===== src/design/spwt_pkg.sv =====
// Package for the signed pulse-width thermometer decoder.
// Holds the conversion phase type, register indexes, the decode event struct and field widths.
// Has no dependencies.
package spwt_pkg;

   localparam int unsigned COUNT_WIDTH = 16;
   localparam int unsigned MAG_WIDTH   = 14;

   localparam logic [COUNT_WIDTH-1:0] START_TIMEOUT_RESET   = 16'd65000;
   localparam logic [COUNT_WIDTH-1:0] MAX_PULSE_COUNT_RESET = 16'd10000;

   typedef enum logic [1:0] {
      PHASE_IDLE  = 2'd0,
      PHASE_WAIT  = 2'd1,
      PHASE_PULSE = 2'd2
   } phase_type;

   typedef enum logic {
      REG_START_TIMEOUT   = 1'b0,
      REG_MAX_PULSE_COUNT = 1'b1
   } reg_index_type;

   typedef struct packed {
      logic                   valid;
      logic [COUNT_WIDTH-1:0] width;
      logic                   negative;
      logic                   timed_out;
   } spwt_event_type;

endpackage


===== src/design/spwt_decoder.sv =====
// Conversion state machine of the signed pulse-width thermometer decoder.
// Tracks the phase, sample count and sign, and flags the request that ends a conversion.
// Depends on spwt_pkg.
module spwt_decoder (
   input  logic                             clock,
   input  logic                             reset,
   input  logic                             take,
   input  logic                             mode,
   input  logic                             plus_line,
   input  logic                             minus_line,
   input  logic [spwt_pkg::COUNT_WIDTH-1:0] start_timeout,
   input  logic [spwt_pkg::COUNT_WIDTH-1:0] max_pulse_count,
   output spwt_pkg::spwt_event_type         event_out
);

   spwt_pkg::phase_type              phase_ff, phase_in;
   logic [spwt_pkg::COUNT_WIDTH-1:0] count_ff, count_in;
   logic                             sign_ff, sign_in;
   logic                             active;
   logic [spwt_pkg::COUNT_WIDTH:0]   next_k;

   assign active = plus_line | minus_line;
   assign next_k = {1'b0, count_ff} + 1'b1;

   always_ff @(posedge clock) begin
      if (reset) begin
         phase_ff <= spwt_pkg::PHASE_IDLE;
         count_ff <= '0;
         sign_ff  <= 1'b0;
      end else begin
         phase_ff <= phase_in;
         count_ff <= count_in;
         sign_ff  <= sign_in;
      end
   end

   always_comb begin
      phase_in  = phase_ff;
      count_in  = count_ff;
      sign_in   = sign_ff;
      event_out = '0;
      if (take) begin
         if (mode) begin
            phase_in = spwt_pkg::PHASE_WAIT;
            count_in = '0;
            sign_in  = 1'b0;
         end else begin
            case (phase_ff)
               spwt_pkg::PHASE_WAIT: begin
                  if (!active) begin
                     if (count_ff >= start_timeout) begin
                        event_out.valid     = 1'b1;
                        event_out.negative  = 1'b1;
                        event_out.timed_out = 1'b1;
                        phase_in            = spwt_pkg::PHASE_IDLE;
                        count_in            = '0;
                     end else begin
                        count_in = next_k[spwt_pkg::COUNT_WIDTH-1:0];
                     end
                  end else begin
                     sign_in  = minus_line;
                     count_in = '0;
                     if (max_pulse_count == '0) begin
                        event_out.valid    = 1'b1;
                        event_out.negative = minus_line;
                        phase_in           = spwt_pkg::PHASE_IDLE;
                     end else begin
                        phase_in = spwt_pkg::PHASE_PULSE;
                     end
                  end
               end
               spwt_pkg::PHASE_PULSE: begin
                  if (!active) begin
                     event_out.valid    = 1'b1;
                     event_out.width    = next_k[spwt_pkg::COUNT_WIDTH-1:0];
                     event_out.negative = sign_ff;
                     phase_in           = spwt_pkg::PHASE_IDLE;
                     count_in           = '0;
                  end else if (next_k >= {1'b0, max_pulse_count}) begin
                     event_out.valid    = 1'b1;
                     event_out.negative = sign_ff;
                     phase_in           = spwt_pkg::PHASE_IDLE;
                     count_in           = '0;
                  end else begin
                     count_in = next_k[spwt_pkg::COUNT_WIDTH-1:0];
                  end
               end
               default: begin
                  phase_in = phase_ff;
               end
            endcase
         end
      end
   end

   a_event_needs_take: assert property (@(posedge clock) disable iff (reset)
      event_out.valid |-> take)
      else $error("Conversion ended without an accepted request.");

   a_start_arms: assert property (@(posedge clock) disable iff (reset)
      take && mode |=> phase_ff == spwt_pkg::PHASE_WAIT && count_ff == '0)
      else $error("Start request did not arm a fresh conversion.");

   a_event_returns_idle: assert property (@(posedge clock) disable iff (reset)
      event_out.valid |=> phase_ff == spwt_pkg::PHASE_IDLE)
      else $error("Phase not idle after a conversion ended.");

   a_timeout_shape: assert property (@(posedge clock) disable iff (reset)
      event_out.valid && event_out.timed_out |->
         event_out.width == '0 && event_out.negative)
      else $error("Timeout result has a width or lacks the negative flag.");

endmodule


===== src/design/signed_pulse_width_thermometer.sv =====
// Signed pulse-width thermometer decoder: one sample request may be accepted every cycle
// while req_ready is high. A request that ends a conversion yields its result through an
// event register and then a result register holding the width * 19 / 100 scaling multiply;
// the two registers also absorb stalls on the result side. Depends on spwt_pkg, spwt_decoder.
module signed_pulse_width_thermometer (
   input  logic                           clock,
   input  logic                           reset,
   input  logic                           req_valid,
   output logic                           req_ready,
   input  logic                           req_mode,
   input  logic                           req_plus_line,
   input  logic                           req_minus_line,
   output logic                           rsp_valid,
   input  logic                           rsp_ready,
   output logic [spwt_pkg::MAG_WIDTH-1:0] rsp_magnitude,
   output logic                           rsp_negative,
   output logic                           rsp_timed_out,
   input  logic                           psel,
   input  logic                           penable,
   input  logic                           pwrite,
   input  logic [2:0]                     paddr,
   input  logic [31:0]                    pwdata,
   output logic [31:0]                    prdata,
   output logic                           pready
);

   // floor(w * 19 / 100) equals (w * SCALE_MULT) >> SCALE_SHIFT for every 16-bit w.
   localparam int unsigned SCALE_SHIFT = 24;
   localparam int unsigned MULT_WIDTH  = 22;
   localparam int unsigned PROD_WIDTH  = spwt_pkg::COUNT_WIDTH + MULT_WIDTH;
   localparam logic [MULT_WIDTH-1:0] SCALE_MULT = 22'd3187672;

   logic [spwt_pkg::COUNT_WIDTH-1:0] start_timeout_ff, max_pulse_ff;
   logic                             csr_write;
   logic                             take;
   spwt_pkg::spwt_event_type         decode_event;
   logic                             s1_valid_ff, s1_valid_in;
   logic [spwt_pkg::COUNT_WIDTH-1:0] s1_width_ff;
   logic                             s1_negative_ff, s1_timed_out_ff;
   logic                             s1_ready, s2_ready;
   logic                             rsp_valid_ff, rsp_valid_in;
   logic [spwt_pkg::MAG_WIDTH-1:0]   magnitude_ff;
   logic                             negative_ff, timed_out_ff;
   logic [PROD_WIDTH-1:0]            product;

   assign pready    = 1'b1;
   assign csr_write = psel & penable & pwrite;

   always_ff @(posedge clock) begin
      if (reset) begin
         start_timeout_ff <= spwt_pkg::START_TIMEOUT_RESET;
         max_pulse_ff     <= spwt_pkg::MAX_PULSE_COUNT_RESET;
      end else if (csr_write) begin
         case (paddr[2])
            spwt_pkg::REG_START_TIMEOUT: begin
               start_timeout_ff <= pwdata[spwt_pkg::COUNT_WIDTH-1:0];
            end
            spwt_pkg::REG_MAX_PULSE_COUNT: begin
               max_pulse_ff <= pwdata[spwt_pkg::COUNT_WIDTH-1:0];
            end
            default: begin
               start_timeout_ff <= start_timeout_ff;
            end
         endcase
      end
   end

   always_comb begin
      case (paddr[2])
         spwt_pkg::REG_START_TIMEOUT:   prdata = {16'd0, start_timeout_ff};
         spwt_pkg::REG_MAX_PULSE_COUNT: prdata = {16'd0, max_pulse_ff};
         default:                       prdata = '0;
      endcase
   end

   assign s2_ready  = ~rsp_valid_ff | rsp_ready;
   assign s1_ready  = ~s1_valid_ff | s2_ready;
   assign req_ready = s1_ready;
   assign take      = req_valid & req_ready;

   spwt_decoder u_decoder (
      .clock           (clock),
      .reset           (reset),
      .take            (take),
      .mode            (req_mode),
      .plus_line       (req_plus_line),
      .minus_line      (req_minus_line),
      .start_timeout   (start_timeout_ff),
      .max_pulse_count (max_pulse_ff),
      .event_out       (decode_event)
   );

   assign s1_valid_in  = s1_ready ? decode_event.valid : s1_valid_ff;
   assign rsp_valid_in = s2_ready ? s1_valid_ff : rsp_valid_ff;

   always_ff @(posedge clock) begin
      if (reset) begin
         s1_valid_ff  <= 1'b0;
         rsp_valid_ff <= 1'b0;
      end else begin
         s1_valid_ff  <= s1_valid_in;
         rsp_valid_ff <= rsp_valid_in;
      end
   end

   always_ff @(posedge clock) begin
      if (s1_ready && decode_event.valid) begin
         s1_width_ff     <= decode_event.width;
         s1_negative_ff  <= decode_event.negative;
         s1_timed_out_ff <= decode_event.timed_out;
      end
   end

   assign product = {{MULT_WIDTH{1'b0}}, s1_width_ff}
                  * {{spwt_pkg::COUNT_WIDTH{1'b0}}, SCALE_MULT};

   always_ff @(posedge clock) begin
      if (s2_ready && s1_valid_ff) begin
         magnitude_ff <= product[SCALE_SHIFT +: spwt_pkg::MAG_WIDTH];
         negative_ff  <= s1_negative_ff;
         timed_out_ff <= s1_timed_out_ff;
      end
   end

   assign rsp_valid     = rsp_valid_ff;
   assign rsp_magnitude = magnitude_ff;
   assign rsp_negative  = negative_ff;
   assign rsp_timed_out = timed_out_ff;

   a_stall_means_full: assert property (@(posedge clock) disable iff (reset)
      !req_ready |-> s1_valid_ff && rsp_valid_ff)
      else $error("Request stalled while a result stage was free.");

   a_timeout_result: assert property (@(posedge clock) disable iff (reset)
      rsp_valid && rsp_timed_out |-> rsp_magnitude == '0 && rsp_negative)
      else $error("Timeout result carries a magnitude or lacks the negative flag.");

   a_event_not_lost: assert property (@(posedge clock) disable iff (reset)
      decode_event.valid |=> s1_valid_ff)
      else $error("Conversion result was dropped at the event register.");

endmodule


===== config.mk =====
export PLATFORM = sky130hd
export DESIGN_NAME = signed_pulse_width_thermometer
export DESIGN_NICKNAME = d
export VERILOG_FILES = /design/src/design/spwt_pkg.sv /design/src/design/spwt_decoder.sv /design/src/design/signed_pulse_width_thermometer.sv
export SDC_FILE = /design/constraint.sdc
export NUM_CORES = 1
export LEC_CHECK = 0
export BUFFER_PORTS_ARGS = -buffer_cell sky130_fd_sc_hd__buf_2
export CAP_MARGIN = 0
export CORE_ASPECT_RATIO = 1.4
export CORE_MARGIN = 4
export CORE_UTILIZATION = 65
export CTS_BUF_LIST = sky130_fd_sc_hd__clkbuf_16
export CTS_CLUSTER_SIZE = 28
export DETAILED_ROUTE_END_ITERATION = 10
export PLACE_DENSITY_LB_ADDON = 0.3
export SLEW_MARGIN = 20
export SYNTH_ARGS = -nofsm -noshare
export SYNTH_HDL_FRONTEND = slang
export SYNTH_SLANG_ARGS = --single-unit

===== constraint.sdc =====
create_clock -name clock -period 15.73 [get_ports clock]
set_clock_uncertainty 0.05 [all_clocks]
set_input_delay 3.146 -clock clock [delete_from_list [all_inputs] [get_ports clock]]
set_output_delay 3.146 -clock clock [all_outputs]
set_load 0.02 [all_outputs]

# --- Word level (Yosys, flattened, before mapping) ---
# Index checks and enable logic that the tools add are counted.
totals:
  ff_bits: 87
  inputBits: 45
  output_inout_bits: 51
  wordCells: 82
classes:
  add_sub_neg: 1
  n_mul: 1
  order_cmp: 2
  eq_ne: 4
  muxes: 35
  bitwise_logic: 12
  n_reduce_logical: 14
ops:
  columns: ["operator", "count"]
  rows:
  - ["16-bit 2-to-1 mux", 7]
  - ["32-bit one-hot mux with 2 select lines", 1]
  - ["19-bit 2-to-1 mux", 2]
  - ["16-bit by 19-bit multiplier with 35-bit output (second input constant)", 1]
  - ["16-bit one-hot mux with 2 select lines", 1]
  - ["16-bit by 1-bit adder with 17-bit output (second input constant)", 1]
  - ["17-bit by 16-bit greater-or-equal comparator with 1-bit output", 1]
  - ["16-bit greater-or-equal comparator", 1]
  - ["16-bit zero test", 1]
  - ["1-bit 2-to-1 mux", 14]
  - ["2-bit 2-to-1 mux", 7]
  - ["4-bit OR reduction", 2]
  - ["1-bit NOT", 6]
  - ["2-bit AND reduction", 3]
  - ["4-bit by 2-bit inequality test with 1-bit output (second input constant)", 1]
  - ["4-bit inequality test (second input constant)", 1]
  - ["1-bit one-hot mux with 2 select lines", 2]
  - ["2-bit one-hot mux with 2 select lines", 1]
  - ["4-bit AND reduction", 1]
  - ["2-bit nonzero test", 2]
  - ["1-bit bitwise AND", 3]
  - ["1-bit OR", 3]
  - ["3-bit AND reduction", 1]
  - ["3-bit nonzero test", 1]
  - ["other kinds (4)", 5]

# --- Longest topological paths before layout ---
depth:
  word_depth: 8
  depth_mapped: 22
  mapped_depth_nobuf: 22

# --- Hierarchy ---
# From an unflattened synthesis, not the netlist that was laid out.
hier_totals:
  cells_unflattened: 1036
  area_unflattened_um2: 9690.5
by_module_without_submodules:
  columns: ["module", "n_inst", "cells_per_inst", "area_each_um2", "seq_area_each_um2"]
  rows:
  - ["signed_pulse_width_thermometer", 1, 751, 7651.1, 1701.6]
  - ["spwt_decoder", 1, 285, 2039.5, 380.4]

# --- Worst setup path after synthesis ---
# Ideal clock, no wire load.
synth_timing:
  path_kind: "input -> output"
  from: "input port paddr[2]"
  to: "output port prdata[15]"
  t_arrival_ns: 3.975
  required_ns: 12.534
  path_slack_ns: 8.559
  cell_stages: 3
  n_path_buf: 2
  path_cell_list: "clkbuf_1 -> clkbuf_1 -> o21ai_0"
synth_via:
  elab_chain_cells: 2
synth_rtl:
  columns: ["element", "line", "source"]
  rows:
  - ["start: declaration", "signed_pulse_width_thermometer.sv:21", "input logic [2:0] paddr,"]
  - ["1-bit NOT (no line)", null, null]
  - ["32-bit one-hot mux with 2 select lines *", "signed_pulse_width_thermometer.sv:69", "case (paddr[2])"]
  - ["end: declaration", "signed_pulse_width_thermometer.sv:23", "output logic [31:0] prdata,"]
# Every way passes the cells marked *; elsewhere a longest branch is shown, timed or not. The select of a mux whose other input is x is not followed.

# --- Worst setup path after layout ---
layout_timing:
  from: "input port paddr[2]"
  to: "output port prdata[0]"
# Same word-level chain as after synthesis.

==> flow_metrics.env <==
export IMPL_crit_path_max_fanout=34
export IMPL_synth_most_common_cell="inv_1"
export IMPL_die_area_sq_um=16400
export IMPL_cp_data_arrival_time_ns=4.12
export IMPL_synthTopCellsByArea="ha_1, fa_1, dfxtp_1, edfxtp_1, inv_1"
export IMPL_cts_buffers=9
export IMPL_run_status="completed"
export IMPL_fill_cells=1107
export IMPL_seqCellArea_sq_um=2080
export IMPL_crit_top_cell="buf_2"
export IMPL_drt_initial_drc_count=228
export IMPL_max_cap_violations=0
export IMPL_end_kind="primary output"
export IMPL_final_layout_size_suffix_gt1_share_pct=8.59
export IMPL_crit_family="buffers and inverters"
export IMPL_syn_area_sq_um=9360
export IMPL_rsz0062_at_grt="no"
export IMPL_crit_path_cell_trace="buf_2, mux2_2, buf_2"
export IMPL_io_buffers=60
export IMPL_antennaDiodeCount=0
export IMPL_start_util_pct=66.7
export IMPL_cts_sinks=87
export IMPL_grt_pass1_wl_mm=33.9
export IMPL_nets=1354
export IMPL_p_leak_nw=5.39
export IMPL_synth_edf_count=34
export IMPL_vias=6838
export IMPL_synthArstFlopShare_pct=0
export IMPL_die_w_microns=109
export IMPL_crit_path_start_kind="primary input"
export IMPL_dp_hpwl_mm=16.7
export IMPL_cts_resized=0
export IMPL_grt_pass1_vias=7187
export IMPL_yosysTopAreaCellShare_pct=24.6
export IMPL_area_growth_pct=7.59
export IMPL_final_max_slew_violation_count=0
export IMPL_clock_path_buffers=2
export IMPL_cp_num_buf_inv=2
export IMPL_tns_ns=0
export IMPL_final_hold_viol_count=0
export IMPL_drc=0
export IMPL_row_count=51
export IMPL_yosys_register_bits=87
export IMPL_holdBufCountCts=0
export IMPL_grt_max_degree=35
export IMPL_vias_per_cell=5.55
export IMPL_grt_overflow=0
export IMPL_ant_nets=0
export IMPL_worst_pin_slew_ns=0.818
export IMPL_synth_top_area_cell="ha_1"
export IMPL_io_pins=96
export IMPL_synthTopCellsByCount="inv_1, ha_1, nand2_1, fa_1, dfxtp_1"
export IMPL_gp_congestion=0.930
export IMPL_yosysWarnings=0
export IMPL_post_cts_repair_setup_buffers=0
export IMPL_antenna_found_initial=0
export IMPL_powerDensity_nw_per_um2=51.0
export IMPL_synth_cells=987
export IMPL_htreeDepth=3
export IMPL_dr_pass1_iters=4
export IMPL_multi_input_area_sq_um=6430
export IMPL_routedWlPerCell_microns=16.4
export IMPL_max_slew_margin_pct=45.0
export IMPL_cp_required_ns=12.53
export IMPL_synth_main_ff_cell="dfxtp_1"
export IMPL_clock_latency_ns=0.35
export IMPL_coreArea_sq_um=14000
export IMPL_die_h_microns=150
export IMPL_fin_crit_ns=7.32
export IMPL_wl_mm=20.2
export IMPL_ys_types=63
export IMPL_p_total_mw=0.514
export IMPL_clk_pin_slew_ns=0.07
export IMPL_slowest_stage="buf_2"
export IMPL_slowest_delay_ns=0.42
export IMPL_cts_root_buf="clkbuf_16"
export IMPL_setup_violations=0
export IMPL_cts_tree="done"
export IMPL_fmax_ghz=0.137
export IMPL_peakVddDrop_uv=54.3
export IMPL_path_class="primary input to primary output"
export IMPL_grt_util_all_layers_pct=26.5
export IMPL_avgSynthCellArea_sq_um=9.48
export IMPL_seq_area_frac_synth_pct=22.2
export IMPL_final_period_utilization_pct=46.5
export IMPL_hold_path_class="register to register"
area by class of cell:
cell class	instances	share of cell area, %
clock buffer	9	2.24
clock inverter	7	0.671
inverter	190	7.08
multi-input combinational	692	63.8
sequential	87	20.7
tap	185	2.30
timing repair buffer	63	3.21
final timing paths:
check | start | end | slack, ns | cells past startpoint
worst min register to register | s1_timed_out_ff | rsp_timed_out | 0.37 | 0
worst max-delay path | paddr[2] | prdata[0] | 8.41 | 3
worst max register to register | s1_width_ff[13] | rsp_magnitude[11] | 9.63 | 17
worst min-delay path | s1_timed_out_ff | rsp_timed_out | 0.37 | 0
sequential cells by signal (all words and copies together) (netlist names):
register and count:
max_pulse_ff 16, rsp_magnitude 14, rsp_negative 1, rsp_timed_out 1, rsp_valid 1, s1_negative_ff 1, s1_timed_out_ff 1, s1_valid_ff 1
s1_width_ff 16, start_timeout_ff 16, u_decoder.count_ff 16, u_decoder.phase_ff 2, u_decoder.sign_ff 1
power by group:
| group | total, mW | internal, mW | switching (mW) |
|---|---|---|---|
| Sequential | 0.238 | 0.236 | 0.00219 |
| Combinational | 0.0559 | 0.0198 | 0.0362 |
| Clock | 0.220 | 0.123 | 0.0968 |
layer usage:
metal | vias up | part of all wire, % | GRT usage [%]
met1 | 3240 | 39 | 29.4
met4 | 0 | 4.8 | 11.9
met3 | 64 | 3.1 | 3.58
met5 | - | 0 | 0
met2 | 169 | 54 | 49.4
li1 | 3365 | - | -
through the flow:
stage | cells | hold WS (ns) | utilization, % | area [sq um] | setup WS (ns)
floorplan | 1002 | 0.350 | - | 9420 | 8.56
global placement | 1217 | 0.354 | 69.6 | 9770 | 8.43
detailed placement | 1217 | 0.357 | 69.6 | 9770 | 8.43
CTS | 1233 | 0.373 | 71.7 | 10100 | 8.43
global route | 1233 | 0.385 | 71.7 | 10100 | 8.34
finish | 1233 | 0.371 | 71.7 | 10100 | 8.41
cells by family (layout without fill, tap and decap cells):
group / Yosys count / in the layout / share of synthesized area (%)
other: 2 / 17 / 0.0802
xor gates and xnor gates: 39 / 39 / 3.65
and+or+nand+nor: 212 / 212 / 10.7
AOI/OAI and AO/OA: 150 / 150 / 10.5
DFF: 87 / 87 / 22.2
adders and majority gates: 267 / 267 / 42.2
muxes: 7 / 7 / 0.815
buffers and inverters: 223 / 269 / 9.76
cell usage in the layout (no fill, tap or decap), types with 17 or more instances in the layout:
master    netlist  routed
dfxtp_1        53      53
o211ai_1       19      19
edfxtp_1       34      34
a21oi_1        32      32
buf_2           1      60
xor2_1         17      17
nor2_1         47      46
conb_1          2      17
a21o_1         24      24
xnor2_1        22      22
o21ai_0        39      39
ha_1          184     184
nand2_1        87      87
fa_1           82      82
inv_1         189     189
No activity file was read; power rests on OpenSTA's default activity.
